==> src/abkf_pkg.sv <==
`default_nettype none

package abkf_pkg;

    localparam int unsigned ANGLE_W = 32;
    localparam int unsigned VAR_W   = 48;
    localparam int unsigned DT_W    = 24;
    localparam int unsigned WORK_W  = 64;
    localparam int unsigned CFG_IDX_W = 2;

    localparam logic [VAR_W-1:0] Q_ANGLE_RESET = 48'd4294967;
    localparam logic [VAR_W-1:0] Q_BIAS_RESET  = 48'd12884902;
    localparam logic [VAR_W-1:0] R_MEAS_RESET  = 48'd429496729600;

    localparam logic [WORK_W-1:0] PROD_LIM = 64'h4000_0000_0000_0000;
    localparam logic [VAR_W-1:0]  GAIN_LIM = 48'h7FFF_FFFF_FFFF;

    localparam logic [CFG_IDX_W-1:0] CFG_ANGLE_NOISE = 2'd0;
    localparam logic [CFG_IDX_W-1:0] CFG_BIAS_NOISE  = 2'd1;
    localparam logic [CFG_IDX_W-1:0] CFG_MEAS_NOISE  = 2'd2;

    localparam logic CMD_UPDATE = 1'b0;
    localparam logic CMD_LOAD   = 1'b1;

    typedef struct packed {
        logic                      cmd;
        logic signed [ANGLE_W-1:0] measured_angle;
        logic signed [ANGLE_W-1:0] measured_rate;
        logic [DT_W-1:0]           time_step;
    } t_in_item;

    typedef struct packed {
        logic signed [ANGLE_W-1:0] angle_estimate;
        logic signed [ANGLE_W-1:0] unbiased_rate;
    } t_out_item;

    function automatic logic signed [ANGLE_W-1:0] sat32(input logic signed [WORK_W-1:0] v);
        logic signed [WORK_W-1:0] hi;
        logic signed [WORK_W-1:0] lo;
        hi = 64'sh0000_0000_7FFF_FFFF;
        lo = -hi - 64'sd1;
        if (v > hi) begin
            return hi[ANGLE_W-1:0];
        end else if (v < lo) begin
            return lo[ANGLE_W-1:0];
        end
        return v[ANGLE_W-1:0];
    endfunction

    function automatic logic signed [VAR_W-1:0] sat48(input logic signed [WORK_W-1:0] v);
        logic signed [WORK_W-1:0] hi;
        logic signed [WORK_W-1:0] lo;
        hi = 64'sh0000_7FFF_FFFF_FFFF;
        lo = -hi - 64'sd1;
        if (v > hi) begin
            return hi[VAR_W-1:0];
        end else if (v < lo) begin
            return lo[VAR_W-1:0];
        end
        return v[VAR_W-1:0];
    endfunction

endpackage

`default_nettype wire

==> src/abkf_mul.sv <==
`default_nettype none

module abkf_mul (
    input  wire logic                                 i_clk,
    input  wire logic                                 i_rst_n,
    input  wire logic                                 i_go,
    input  wire logic signed [abkf_pkg::WORK_W-1:0]   i_a,
    input  wire logic signed [abkf_pkg::WORK_W-1:0]   i_b,
    input  wire logic                                 i_sh32,
    output logic                                      o_busy,
    output logic                                      o_done,
    output logic signed [abkf_pkg::WORK_W-1:0]        o_res
);
    import abkf_pkg::*;

    logic [WORK_W-1:0]   r_a;
    logic [WORK_W-1:0]   r_b;
    logic                r_neg;
    logic                r_sh32;
    logic [2*WORK_W-1:0] r_acc;
    logic [1:0]          r_cnt;
    logic                r_busy;
    logic                r_fin;
    logic                r_done;
    logic signed [WORK_W-1:0] r_res;

    logic [31:0]         a_half;
    logic [31:0]         b_half;
    logic [63:0]         pp;
    logic [1:0]          units;
    logic [2*WORK_W-1:0] shifted;
    logic [WORK_W-1:0]   mag;

    // One 32x32 partial product per cycle, low halves first.
    assign a_half  = r_cnt[1] ? r_a[63:32] : r_a[31:0];
    assign b_half  = r_cnt[0] ? r_b[63:32] : r_b[31:0];
    assign pp      = a_half * b_half;
    assign units   = {1'b0, r_cnt[1]} + {1'b0, r_cnt[0]};
    assign shifted = r_sh32 ? (r_acc >> 32) : (r_acc >> 24);
    assign mag     = (shifted > {64'd0, PROD_LIM}) ? PROD_LIM : shifted[WORK_W-1:0];

    always_ff @(posedge i_clk) begin
        if (!i_rst_n) begin
            r_busy <= 1'b0;
            r_fin  <= 1'b0;
            r_done <= 1'b0;
            r_cnt  <= '0;
        end else begin
            r_done <= 1'b0;
            r_fin  <= 1'b0;
            if (i_go) begin
                r_a    <= i_a[WORK_W-1] ? (-i_a) : i_a;
                r_b    <= i_b[WORK_W-1] ? (-i_b) : i_b;
                r_neg  <= i_a[WORK_W-1] ^ i_b[WORK_W-1];
                r_sh32 <= i_sh32;
                r_acc  <= '0;
                r_cnt  <= '0;
                r_busy <= 1'b1;
            end else if (r_busy) begin
                r_acc <= r_acc + ({64'd0, pp} << {units, 5'd0});
                r_cnt <= r_cnt + 2'd1;
                if (r_cnt == 2'd3) begin
                    r_busy <= 1'b0;
                    r_fin  <= 1'b1;
                end
            end else if (r_fin) begin
                r_res  <= r_neg ? -$signed(mag) : $signed(mag);
                r_done <= 1'b1;
            end
        end
    end

    assign o_busy = r_busy | r_fin;
    assign o_done = r_done;
    assign o_res  = r_res;

endmodule

`default_nettype wire

==> config.mk <==
export PLATFORM = sky130hd
export DESIGN_NAME = abkf_mul
export DESIGN_NICKNAME = d
export VERILOG_FILES = /design/src/abkf_pkg.sv /design/src/abkf_mul.sv
export SDC_FILE = /design/constraint.sdc
export NUM_CORES = 2
export LEC_CHECK = 0
export BUFFER_PORTS_ARGS = -buffer_cell sky130_fd_sc_hd__buf_2
export CELL_PAD_IN_SITES_DETAIL_PLACEMENT = 0
export CELL_PAD_IN_SITES_GLOBAL_PLACEMENT = 1
export CORE_ASPECT_RATIO = 0.75
export CORE_UTILIZATION = 51
export DETAILED_ROUTE_END_ITERATION = 8
export PLACE_DENSITY = 0.82
export SLEW_MARGIN = 20
export SYNTH_ARGS = -nofsm -noshare
export SYNTH_HDL_FRONTEND = slang
export SYNTH_SLANG_ARGS = --single-unit
==> constraint.sdc <==
create_clock -name i_clk -period 14.07 [get_ports i_clk]
set_input_delay 0.7035 -clock i_clk [delete_from_list [all_inputs] [get_ports i_clk]]
set_output_delay 0.7035 -clock i_clk [all_outputs]
set_load 0.01 [all_outputs]
==> results by group <==
Status
  – Status: completed

Synthesis
  – Syn Nets: 8148
  – Main synth FF type: edfxtp_1
  – Number of distinct library cells after synthesis: 81
  – EDFF count, synth: roughly 320
  – Top post-synthesis cells by area: fa_1 31%, edfxtp_1 16%, ha_1 8.4%
  – FF+latch count, synth: between 300 and 400
  – Mapped Cells: 6725
  – Sequential share of the synthesized area: 0.166
  – Synthesis Warnings: 0
  – Top cell type's share of synthesized area: 0.305
  – Area leader, netlist: fa_1
  – Post-Syn Area per Cell: 8.74 um^2
  – Area of the mapped netlist: 0.0588 mm^2
  – Ys async rst share: 0

Placed design
  – Post-Place Cells: 8321
  – Setup WS pre-CTS: 0.654 ns
  – Routability Congestion: approximately 1.1
  – IO Port Bufs: roughly 200
  – DP Wirelength: 189000 um

Layout
  – Nets: 8261
  – Share of cells above drive strength 1: 0.0952
  – FILL cells: 10.4k
  – Area grow syn2layout: 8.48%
  – Commonest non-fill, non-tap cell in the layout: nor2_1
  – Most frequent cells in the layout: 985 x nor2_1, 952 x inv_1, 897 x fa_1
  – Fin cells: 8400

STA
  – Slew @ Worst Pin: 1.25 ns
  – Setup ws final: ~0.46 ns
  – Max_slew headroom: 0.167
  – Hold WS: 0.261 ns
  – Worst Clk Skew: 0.0561 ns
  – Fmax: 73.5 MHz
  – Post-route minimum period: 13.61 ns
  – Hold Fails Final Rpt: 0
  – Tcrit/Tclk final: 0.967
  – Final setup viols: 0
  – RSZ-0062 raised after global routing: no
  – Setup total negative slack: 0 ns
  – Pins Over Slew Limit: 0

Setup path
  – Max incr delay on CP: 0.86 ns
  – Startpoint Class: flip-flop
  – Setup crit end kind: flip-flop
  – Worst reg2reg path depth: 43
  – Worst flop-to-flop path startpoint: r_cnt[0]$_SDFFE_PP0P_
  – Crit Path Class: flip-flop to flip-flop
  – Crit path to: r_acc[114]$_SDFFCE_PP0P_
  – Crit-path max FO: 27
  – CP Data Arrival Time: 13.95 ns
  – Cell mode on critical path: fa_1
  – R2R setup slack: 0.46 ns
  – FF-to-FF End: r_acc[114]$_SDFFCE_PP0P_
  – Beginning of the critical path: r_cnt[0]$_SDFFE_PP0P_
  – CP required: around 14 ns
  – Crit-path slowest cell: o21ai_0

Global routing
  – First-pass GRT wire length: 332000 um
  – Initial antenna violation count: 13
  – GRT overflow: 0
  – Vias in the first global route: between 40k and 50k
  – GRT Util Overall: 0.389
  – Largest net degree at the start of global routing: 87

CTS
  – H-Tree Depth: 2
  – CTS tree: yes
  – Sink Count: 327
  – TritonCTS Buffers: 40
  – Postcts setup bufs: 0
  – Post-CTS resize count: 0
  – Root Buffer: clkbuf_16
  – Clock Latency Late Sink: about 0.66 ns
  – Post-CTS Hold Buffers: 0
  – Clock transition at the registers of the reported paths: around 0.070 ns
  – Clock buffer depth: 3

Drt
  – Initial detailed-routing violation count: 6830
  – WL/cell: 27.0 um
  – Final ANT Viol Nets: 0
  – Pre-Repair DR Iteration Count: 9
  – Via count: 51.5k
  – Post-DR vias/cell: 6.13
  – Residual DRC count: 0
  – Total Routed Length: approximately 230000 um

Floorplan
  – Number of I/O pins: 198
  – Core area: 0.114 mm^2
  – Site Rows: 107
  – Die Height: about 300 um
  – Effective utilization at floorplan: 0.516
  – Die ar.: ~0.12 mm^2
  – Die width: 394 um

Worst hold path
  – Worst hold path class: primary input to flip-flop

Flow run
  – Max-cap violations: 0
## cells in the mapped netlist (all sizes together), types with 56 or more instances
cell type and count:
xnor2 251, mux2i 131, fa 897, mux2 79, o21ai 260, ha 394, edfxtp 322, nand4 94
o31ai 56, nand2 748, nor3 86, xor2 90, a21o 113, a21oi 284, inv 952, nor2 985
clkbuf 307
## critical path: cells and delay by family (launching register included)
| family | cells | cell delay [ns] |
|---|---|---|
| AO/OA/AOI/OAI | 12 | 4.09 |
| XOR/XNOR | 2 | 0.32 |
| adder cells (fa/ha/maj) | 10 | 4.44 |
| buffers and inverters | 12 | 1.53 |
| flip-flops | 1 | 0.79 |
| multiplexers | 1 | 0.54 |
| AND/OR/NAND/NOR | 6 | 1.55 |
## cell type report
class	instances	area, um^2	share of cell area
inverters	952	3570	0.0560
diodes	4	10.0	0.000157
clock inverters	33	294	0.00461
flip-flops and latches	327	9780	0.153
clock buffers	41	1000	0.0158
multi-input cells	5108	44500	0.698
repair buffers	409	2710	0.0425
well taps	1526	1910	0.0299
## worst min path at each step
stage / from / to / slack, ns / cells after the start
global placement: r_fin$_SDFF_PP0_ / o_done$_SDFF_PP0_ / 0.54 / 1
CTS: i_sh32 / r_sh32$_DFFE_PP_ / 0.23 / 1
floorplan: r_fin$_SDFF_PP0_ / o_done$_SDFF_PP0_ / 0.46 / 1
detailed placement: r_fin$_SDFF_PP0_ / o_done$_SDFF_PP0_ / 0.54 / 1
finish: i_sh32 / r_sh32$_DFFE_PP_ / 0.26 / 1
global route: i_sh32 / r_sh32$_DFFE_PP_ / 0.24 / 1
## registers in the layout, summed over array words and instances, names as in the netlist
| name | count |
|---|---|
| r_sh32 | 1 |
| r_a | 64 |
| o_done | 1 |
| r_acc | 128 |
| r_cnt | 2 |
| r_fin | 1 |
| r_b | 64 |
| o_res | 64 |
| r_neg | 1 |
| r_busy | 1 |
## logic make-up (layout without fill, tap and decap cells)
family                     Yosys count  in the layout  share of synthesized area
AOI/OAI and AO/OA                 1013           1013                      0.107
muxes                              210            210                     0.0374
buffers and inverters             1290           1435                     0.0824
xor gates and xnor gates           341            341                     0.0508
adders and majority gates         1291           1291                      0.389
and+or+nand+nor                   2253           2253                      0.167
DFF                                327            327                      0.166
other                                0              4                          0
## through the flow
step / instance area, um^2 / util
floorplan: 58800 / -
global placement: 62400 / 0.548
detailed placement: 62400 / 0.548
CTS: 63700 / 0.559
global route: 63800 / 0.560
finish: 63800 / 0.560
## routing by layer
| layer | GRT usage | vias to the layer above | share of wire |
|---|---|---|---|
| met2 | 0.492 | 3284 | 0.37 |
| li1 | - | 22189 | - |
| met5 | 0 | - | 0.0011 |
| met3 | 0.190 | 375 | 0.17 |
| met1 | 0.589 | 25616 | 0.44 |
| met4 | 0.0735 | 16 | 0.023 |
Power is left out: the tool's default activity adds up to more than one toggle a clock period on the data nets, which glitch-free logic cannot reach.
