[config.mk]
export PLATFORM = sky130hd
export DESIGN_NAME = abkf_div
export DESIGN_NICKNAME = d
export VERILOG_FILES = /design/src/abkf_pkg.sv /design/src/abkf_div.sv
export SDC_FILE = /design/constraint.sdc
export NUM_CORES = 1
export LEC_CHECK = 0
export ABC_AREA = 1
export BUFFER_PORTS_ARGS = -buffer_cell sky130_fd_sc_hd__buf_2
export CAP_MARGIN = 15
export CORE_ASPECT_RATIO = 1.5
export CORE_MARGIN = 8
export CORE_UTILIZATION = 45
export DETAILED_ROUTE_END_ITERATION = 16
export PLACE_DENSITY = 0.72
export SYNTH_ARGS = -nofsm -noshare
export SYNTH_HDL_FRONTEND = slang
export SYNTH_SLANG_ARGS = --single-unit
[constraint.sdc]
create_clock -name i_clk -period 13.9 [get_ports i_clk]
set_input_delay 0.695 -clock i_clk [delete_from_list [all_inputs] [get_ports i_clk]]
set_output_delay 0.695 -clock i_clk [all_outputs]
set_load 0.01 [all_outputs]
[src/abkf_pkg.sv]
`default_nettype none

package abkf_pkg;

    localparam int unsigned ANGLE_W = 32;
    localparam int unsigned VAR_W   = 48;
    localparam int unsigned DT_W    = 24;
    localparam int unsigned WORK_W  = 64;
    localparam int unsigned CFG_IDX_W = 2;

    localparam logic [VAR_W-1:0] Q_ANGLE_RESET = 48'd4294967;
    localparam logic [VAR_W-1:0] Q_BIAS_RESET  = 48'd12884902;
    localparam logic [VAR_W-1:0] R_MEAS_RESET  = 48'd429496729600;

    localparam logic [WORK_W-1:0] PROD_LIM = 64'h4000_0000_0000_0000;
    localparam logic [VAR_W-1:0]  GAIN_LIM = 48'h7FFF_FFFF_FFFF;

    localparam logic [CFG_IDX_W-1:0] CFG_ANGLE_NOISE = 2'd0;
    localparam logic [CFG_IDX_W-1:0] CFG_BIAS_NOISE  = 2'd1;
    localparam logic [CFG_IDX_W-1:0] CFG_MEAS_NOISE  = 2'd2;

    localparam logic CMD_UPDATE = 1'b0;
    localparam logic CMD_LOAD   = 1'b1;

    typedef struct packed {
        logic                      cmd;
        logic signed [ANGLE_W-1:0] measured_angle;
        logic signed [ANGLE_W-1:0] measured_rate;
        logic [DT_W-1:0]           time_step;
    } t_in_item;

    typedef struct packed {
        logic signed [ANGLE_W-1:0] angle_estimate;
        logic signed [ANGLE_W-1:0] unbiased_rate;
    } t_out_item;

    function automatic logic signed [ANGLE_W-1:0] sat32(input logic signed [WORK_W-1:0] v);
        logic signed [WORK_W-1:0] hi;
        logic signed [WORK_W-1:0] lo;
        hi = 64'sh0000_0000_7FFF_FFFF;
        lo = -hi - 64'sd1;
        if (v > hi) begin
            return hi[ANGLE_W-1:0];
        end else if (v < lo) begin
            return lo[ANGLE_W-1:0];
        end
        return v[ANGLE_W-1:0];
    endfunction

    function automatic logic signed [VAR_W-1:0] sat48(input logic signed [WORK_W-1:0] v);
        logic signed [WORK_W-1:0] hi;
        logic signed [WORK_W-1:0] lo;
        hi = 64'sh0000_7FFF_FFFF_FFFF;
        lo = -hi - 64'sd1;
        if (v > hi) begin
            return hi[VAR_W-1:0];
        end else if (v < lo) begin
            return lo[VAR_W-1:0];
        end
        return v[VAR_W-1:0];
    endfunction

endpackage

`default_nettype wire

[src/abkf_div.sv]
`default_nettype none

module abkf_div (
    input  wire logic                                 i_clk,
    input  wire logic                                 i_rst_n,
    input  wire logic                                 i_go,
    input  wire logic signed [abkf_pkg::WORK_W-1:0]   i_p,
    input  wire logic        [abkf_pkg::WORK_W-1:0]   i_s,
    output logic                                      o_busy,
    output logic                                      o_done,
    output logic signed [abkf_pkg::WORK_W-1:0]        o_res
);
    import abkf_pkg::*;

    localparam int unsigned NUM_W = VAR_W + 32;

    logic [NUM_W-1:0]  r_num;
    logic [WORK_W-1:0] r_den;
    logic [WORK_W-1:0] r_rem;
    logic [VAR_W-1:0]  r_q;
    logic              r_over;
    logic              r_neg;
    logic [6:0]        r_cnt;
    logic              r_busy;
    logic              r_fin;
    logic              r_done;
    logic signed [WORK_W-1:0] r_res;

    logic [WORK_W-1:0] p_mag;
    logic [WORK_W-1:0] rem2;
    logic              qb;
    logic [VAR_W:0]    q2;
    logic [WORK_W-1:0] fin_mag;

    assign p_mag   = i_p[WORK_W-1] ? (-i_p) : i_p;
    assign rem2    = {r_rem[WORK_W-2:0], r_num[NUM_W-1]};
    assign qb      = (rem2 >= r_den);
    assign q2      = {r_q, qb};
    assign fin_mag = r_over ? {16'd0, GAIN_LIM} : {16'd0, r_q};

    // Restoring division, one quotient bit per cycle; the quotient freezes
    // once it passes the gain limit.
    always_ff @(posedge i_clk) begin
        if (!i_rst_n) begin
            r_busy <= 1'b0;
            r_fin  <= 1'b0;
            r_done <= 1'b0;
            r_cnt  <= '0;
        end else begin
            r_done <= 1'b0;
            r_fin  <= 1'b0;
            if (i_go) begin
                r_num  <= {p_mag[VAR_W-1:0], 32'd0};
                r_den  <= i_s;
                r_rem  <= '0;
                r_q    <= '0;
                r_over <= 1'b0;
                r_neg  <= i_p[WORK_W-1];
                r_cnt  <= 7'(NUM_W - 1);
                r_busy <= 1'b1;
            end else if (r_busy) begin
                r_num <= {r_num[NUM_W-2:0], 1'b0};
                r_rem <= qb ? (rem2 - r_den) : rem2;
                if (!r_over) begin
                    if (q2 > {1'b0, GAIN_LIM}) begin
                        r_over <= 1'b1;
                    end else begin
                        r_q <= q2[VAR_W-1:0];
                    end
                end
                r_cnt <= r_cnt - 7'd1;
                if (r_cnt == 7'd0) begin
                    r_busy <= 1'b0;
                    r_fin  <= 1'b1;
                end
            end else if (r_fin) begin
                r_res  <= r_neg ? -$signed(fin_mag) : $signed(fin_mag);
                r_done <= 1'b1;
            end
        end
    end

    assign o_busy = r_busy | r_fin;
    assign o_done = r_done;
    assign o_res  = r_res;

endmodule

`default_nettype wire
==> results of run 1 <==
## kinds of logic (layout without fill, tap and decap cells)
| kind of cell | Yosys count | count (layout) | synth area share [%] |
|---|---|---|---|
| XOR/XNOR | 106 | 106 | 4.40 |
| buffers and inverters | 613 | 803 | 11.4 |
| adder cells (fa/ha/maj) | 68 | 68 | 4.06 |
| other | 0 | 2 | 0 |
| AND/OR/NAND/NOR | 1636 | 1636 | 33.0 |
| AO/OA/AOI/OAI | 196 | 196 | 5.05 |
| flip-flops | 299 | 299 | 42.0 |
## routing by layer
layer	wire length, um	part of all wire [%]	vias up	global-route usage [%]
met5	63	0.10	-	0
met4	4150	6.7	10	13.9
met3	3210	5.2	174	4.39
met2	31800	51	427	41.8
met1	23000	37	8397	23.6
li1	-	-	9429	-
## where the power goes
group	internal [mW]	switching [mW]	total [mW]
Clock	0.558	0.371	0.929
Sequential	1.06	0.0229	1.08
Combinational	0.196	0.426	0.621
## stage by stage
step                setup WS, ns  instance area, sq um  hold slack, ns
finish                      9.98                 23700           0.271
floorplan                   5.25                 21100           0.442
CTS                         9.89                 23700           0.244
detailed placement          9.68                 22500           0.489
global route                9.57                 23700           0.240
global placement            9.72                 22500           0.474
## sequential cells by signal, indices dropped and copies added (netlist names)
name and cells:
r_q 48, r_fin 1, r_over 1, r_busy 1
r_num 48, r_rem 63, r_cnt 7, r_den 64
o_res 64, r_neg 1, o_done 1
## cell type report
cell class / instances / area, sq um
fill: 4638 / 22800
multi-input combinational: 2006 / 9850
sequential: 299 / 8880
inverter: 555 / 2090
timing repair buffer: 190 / 973
clock buffer: 34 / 787
tap: 594 / 743
clock inverter: 24 / 339
antenna: 2 / 5.00
## layout by cell type (no fill, tap or decap), drive strengths merged, types with 17 or more instances in the layout
| master | n |
|---|---|
| nand2 | 914 |
| inv | 557 |
| nor2 | 475 |
| edfxtp | 289 |
| buf | 190 |
| nand3 | 110 |
| o21ai | 102 |
| xor2 | 81 |
| ha | 67 |
| a21oi | 66 |
| nor3 | 42 |
| nand4 | 39 |
| nand3b | 35 |
| clkbuf | 34 |
| xnor2 | 25 |
| a31oi | 17 |
## worst max-delay path by stage
| stage | from | endpoint |
|---|---|---|
| after floorplan | i_go | r_q[0]$_SDFFCE_PP0P_ |
| after global placement | i_go | r_rem[24]$_SDFFCE_PP0P_ |
| after detailed placement | i_go | r_rem[19]$_SDFFCE_PP0P_ |
| after CTS | r_rem[33]$_SDFFCE_PP0P_ | r_rem[49]$_SDFFCE_PP0P_ |
| after global routing | r_rem[37]$_SDFFCE_PP0P_ | r_rem[49]$_SDFFCE_PP0P_ |
| final | r_rem[33]$_SDFFCE_PP0P_ | r_rem[49]$_SDFFCE_PP0P_ |
==> results.sh, run 1 <==
export IMPL_outcome="finished clean"
export IMPL_netlist_area_sq_um=21100
export IMPL_via_count=18400
export IMPL_grt_max_degree=82
export IMPL_cts_hold_buf=0
export IMPL_period_share_pct=28.2
export IMPL_rows=97
export IMPL_seq_area_frac_synth_pct=42.0
export IMPL_crit_path_frequent_cell="nand2_1"
export IMPL_layout_min_cycle_time_ns=3.92
export IMPL_final_nets=3282
export IMPL_cts_resized=0
export IMPL_area_growth_pct=12.0
export IMPL_ys_ff_latch=299
export IMPL_synth_edff_count=289
export IMPL_postRouteWirelength_mm=62.2
export IMPL_grt_pass1_vias=18500
export IMPL_die_h_um=281
export IMPL_place_gp_congestion=1.05
export IMPL_fp_coreArea_sq_um=46500
export IMPL_clk_insertion_delay_late_ns=0.59
export IMPL_drive_gt1_share_pct=10.9
export IMPL_synth_top_area_cell="edfxtp_1"
export IMPL_r2r_end="r_rem[49]$_SDFFCE_PP0P_"
export IMPL_io_buffers=181
export IMPL_drc=0
export IMPL_dp_cells=3644
export IMPL_clk_path_buf_depth=3
export IMPL_drt_iter0_drc=1056
export IMPL_cts_tree="done"
export IMPL_r2r_start="r_rem[33]$_SDFFCE_PP0P_"
export IMPL_crit_arrival_ns=4.37
export IMPL_grt_pass1_wl_mm=97.4
export IMPL_cp_max_fo=54
export IMPL_cts_setup_buffers=0
export IMPL_detailed_place_hpwl_mm=48.3
export IMPL_critPathCaptureType="flop"
export IMPL_grtUsageTotal_pct=22.9
export IMPL_slew_headroom_pct=29.4
export IMPL_critPathRequiredTime_ns=14.34
export IMPL_vias_per_cell=4.98
export IMPL_cts_sinks=299
export IMPL_synthTopCellsByArea="edfxtp_1, nand2_1, inv_1"
export IMPL_yosysWarnings=0
export IMPL_hp_class="input port to flop"
export IMPL_yosys_top_cells_count="nand2_1, inv_1, nor2_1"
export IMPL_utilization_pct=50.9
export IMPL_hp_start="i_s[53]"
export IMPL_root_buffer="clkbuf_16"
export IMPL_grt_antenna_before_repair=7
export IMPL_ios=197
export IMPL_firstDrtPassIters=8
export IMPL_synth_distinct_cells=49
export IMPL_h_tree_depth=1
export IMPL_min_path_cells=1
export IMPL_powerDensity_nw_per_um2=111
export IMPL_leakage_nw=11.6
export IMPL_initial_core_util_pct=45.4
export IMPL_cts_buffers_inserted=31
export IMPL_synth_ff_type="edfxtp_1"
export IMPL_hold_end="r_den[53]$_DFFE_PP_"
export IMPL_crit_path_max_incr_delay_ns=0.75
export IMPL_cp_start_kind="flop"
export IMPL_cpLargestDelayFamily="simple AND/OR/NAND/NOR gates"
export IMPL_max_cap_violations=0
export IMPL_peakVddDrop_v=0.000109
export IMPL_wl_per_cell_um=16.8
export IMPL_synth_top_area_share_pct=41.1
export IMPL_yosysMostFrequentCell="nand2_1"
export IMPL_dieArea_sq_um=54300
export IMPL_setup_tns_final_ns=0
export IMPL_path_clk_slew_ns=0.07
export IMPL_clock_fmax_mhz=255
export IMPL_syn_avg_cell_area_sq_um=7.24
export IMPL_worst_path_buf_inv=2
export IMPL_clock_skew_ns=0.0211
export IMPL_path_class="flop to flop"
export IMPL_hold_viol_final=0
export IMPL_tightestPinTransition_ns=1.06
export IMPL_path_depth=14
export IMPL_synthesis_nets=3117
export IMPL_finalNonFillerCells=3704
export IMPL_reg2regPathDepth=14
export IMPL_setup_viol=0
export IMPL_crit_chain="ha_1, nand2_1, inv_1, nand2_1, nand3_1, nand2_1, nand2_1, nand2_1, nand2_2, a21oi_4, nand2_4, inv_4, nor2_1, nor2_1"
export IMPL_die_x_um=193
export IMPL_ant_nets=0
export IMPL_synthArstFlopShare_pct=0
export IMPL_grt_setup_unrepaired="no"
export IMPL_drv_slew=0
export IMPL_grt_overflow_total=0
export IMPL_power_mw=2.63
export IMPL_synthCells=2918
export IMPL_critPathSlowestCell="a21oi_4"
export IMPL_reg2reg_slack_ns=9.98
Power figures use the tool's default switching activity.
==> run 2, diff against run 1 <==
--- a/config.mk
+++ b/config.mk
@@ -12,7 +12,7 @@
 export CORE_MARGIN = 8
 export CORE_UTILIZATION = 45
 export DETAILED_ROUTE_END_ITERATION = 16
-export PLACE_DENSITY = 0.72
+export PLACE_DENSITY = 0.75
 export SYNTH_ARGS = -nofsm -noshare
 export SYNTH_HDL_FRONTEND = slang
 export SYNTH_SLANG_ARGS = --single-unit
==> constraint.sdc (replaced) <==
create_clock -name i_clk -period 3.6 [get_ports i_clk]
set_input_delay 0.18 -clock i_clk [delete_from_list [all_inputs] [get_ports i_clk]]
set_output_delay 0.18 -clock i_clk [all_outputs]
set_load 0.01 [all_outputs]
==> run 2 against run 1 <==
Wire length grew 1.9%. Sequential power grew to 3.9 times the previous value. Clock power grew to 3.5 times the previous value. Global-route usage grew 0.26 points. Total power grew to 3.8 times the previous value. Count of clock-buffer cells in the layout is the same. Largest cell class unchanged. Highest routed layer unchanged. Sequential share of layout area shrank 1.3 points. Core utilization grew 1.8 points. Combinational power grew to 4.1 times the previous value. Via count grew 3.3%. Design area grew 3.6%. Critical path depth grew 3.
==> results.sh, run 2 (synthesis gave the netlist of run 1 again) <==
export IMPL_detailed_place_hpwl_mm=48.7
export IMPL_hp_class="input port to flop"
export IMPL_root_buffer="clkbuf_16"
export IMPL_grt_pass1_vias=19100
export IMPL_hp_start="i_p[34]"
export IMPL_h_tree_depth=1
export IMPL_peakVddDrop_v=0.000444
export IMPL_place_gp_congestion=1.04
export IMPL_final_nets=3378
export IMPL_slew_headroom_pct=36.6
export IMPL_max_cap_violations=0
export IMPL_firstDrtPassIters=5
export IMPL_grtUsageTotal_pct=23.1
export IMPL_cp_start_kind="flop"
export IMPL_path_clk_slew_ns=0.07
export IMPL_grt_pass1_wl_mm=98.9
export IMPL_io_buffers=181
export IMPL_drc=0
export IMPL_postRouteWirelength_mm=63.3
export IMPL_clock_fmax_mhz=337
export IMPL_powerDensity_nw_per_um2=407
export IMPL_hold_ws_ns=0.0233
export IMPL_fp_coreArea_sq_um=46500
export IMPL_critPathRequiredTime_ns=3.94
export IMPL_cp_startpoint="r_num[79]$_DFFE_PP_"
export IMPL_cts_resized=0
export IMPL_rows=97
export IMPL_vias_per_cell=5.01
export IMPL_leakage_nw=11.9
export IMPL_clk_path_buf_depth=3
export IMPL_cts_buffers_inserted=31
export IMPL_via_count=19000
export IMPL_cts_sinks=299
export IMPL_setup_tns_final_ns=0
export IMPL_reg2regPathDepth=17
export IMPL_dp_cells=3652
export IMPL_finalNonFillerCells=3798
export IMPL_cts_tree="done"
export IMPL_grt_max_degree=113
export IMPL_die_x_um=193
export IMPL_cts_setup_buffers=0
export IMPL_crit_path_max_incr_delay_ns=0.41
export IMPL_crit_chain="inv_1, ha_1, fa_1, inv_1, nand2_1, nand2_1, nand3_2, nand2_2, nand2_2, nand2_2, nand2_2, nand3_2, nand2_4, nand2_4, inv_4, nor2_1, nor2_1"
export IMPL_wl_per_cell_um=16.7
export IMPL_drt_iter0_drc=1159
export IMPL_finalWorstSetupSlack_ns=0.633
export IMPL_preCtsSetupSlack_ns=0.685
export IMPL_final_common_cell="nand2_1"
export IMPL_layout_common_cells="nand2_1, inv_1, nor2_1"
export IMPL_cp_max_fo=54
export IMPL_layout_min_cycle_time_ns=2.97
export IMPL_die_h_um=281
export IMPL_critPathSlowestCell="fa_1"
export IMPL_ios=197
export IMPL_hold_viol_final=0
export IMPL_outcome="finished clean"
export IMPL_crit_path_frequent_cell="nand2_2"
export IMPL_crit_arrival_ns=3.30
export IMPL_critPathCaptureType="flop"
export IMPL_drv_slew=0
export IMPL_ant_nets=0
export IMPL_cts_hold_buf=88
export IMPL_clock_skew_ns=0.0186
export IMPL_period_share_pct=82.4
export IMPL_grt_overflow_total=0
export IMPL_setup_viol=0
export IMPL_dieArea_sq_um=54300
export IMPL_path_class="flop to flop"
export IMPL_grt_antenna_before_repair=4
export IMPL_min_path_cells=5
export IMPL_initial_core_util_pct=45.4
export IMPL_r2r_start="r_num[79]$_DFFE_PP_"
export IMPL_tightestPinTransition_ns=0.951
export IMPL_clk_insertion_delay_late_ns=0.59
export IMPL_area_growth_pct=16.1
export IMPL_grt_setup_unrepaired="no"
export IMPL_drive_gt1_share_pct=10.7
run 2: final timing paths:
kind | endpoint | slack [ns]
max reg2reg | r_rem[33]$_SDFFCE_PP0P_ | 0.63
min | r_num[66]$_DFFE_PP_ | 0.02
min reg2reg | r_cnt[0]$_SDFFE_PN0N_ | 0.49
max | r_rem[33]$_SDFFCE_PP0P_ | 0.63
run 2: layout make-up:
class,instances,area [sq um]
clock inverters,23,226
well taps,594,743
diodes,1,2.50
multi-input cells,2006,9850
fillers,4590,22000
flip-flops and latches,299,8880
inverters,555,2090
clock buffers,34,787
repair buffers,286,1940
run 2: report_power, final:
part	internal [mW]	switching [mW]	total (mW)
combinational	0.834	1.69	2.53
clock	1.86	1.42	3.28
sequential	4.09	0.0899	4.18
run 2: through the flow:
| step | power, mW | cell area (sq um) | util [%] |
|---|---|---|---|
| finish | 9.98 | 24500 | 52.7 |
| global route | 10.5 | 24500 | 52.7 |
| CTS | 10.1 | 24500 | 52.7 |
| detailed placement | 6.68 | 22600 | 48.7 |
| global placement | 6.65 | 22600 | 48.7 |
| floorplan | 5.97 | 21100 | - |
run 2: worst max-delay path, delay by kind of cell, from the launching register on:
kind / cells / cell delay, ns
buf+inv: 3 / 0.47
simple gates: 12 / 1.25
flops: 1 / 0.35
fa+ha+maj: 2 / 0.63
run 2: metal layers:
layer / GRT usage, % / wire length (um) / part of all wire (%)
met3: 3.48 / 3210 / 5.1
met4: 14.5 / 4430 / 7.0
met1: 24.4 / 23400 / 37
met5: 0 / 34 / 0.054
met2: 42.1 / 32200 / 51
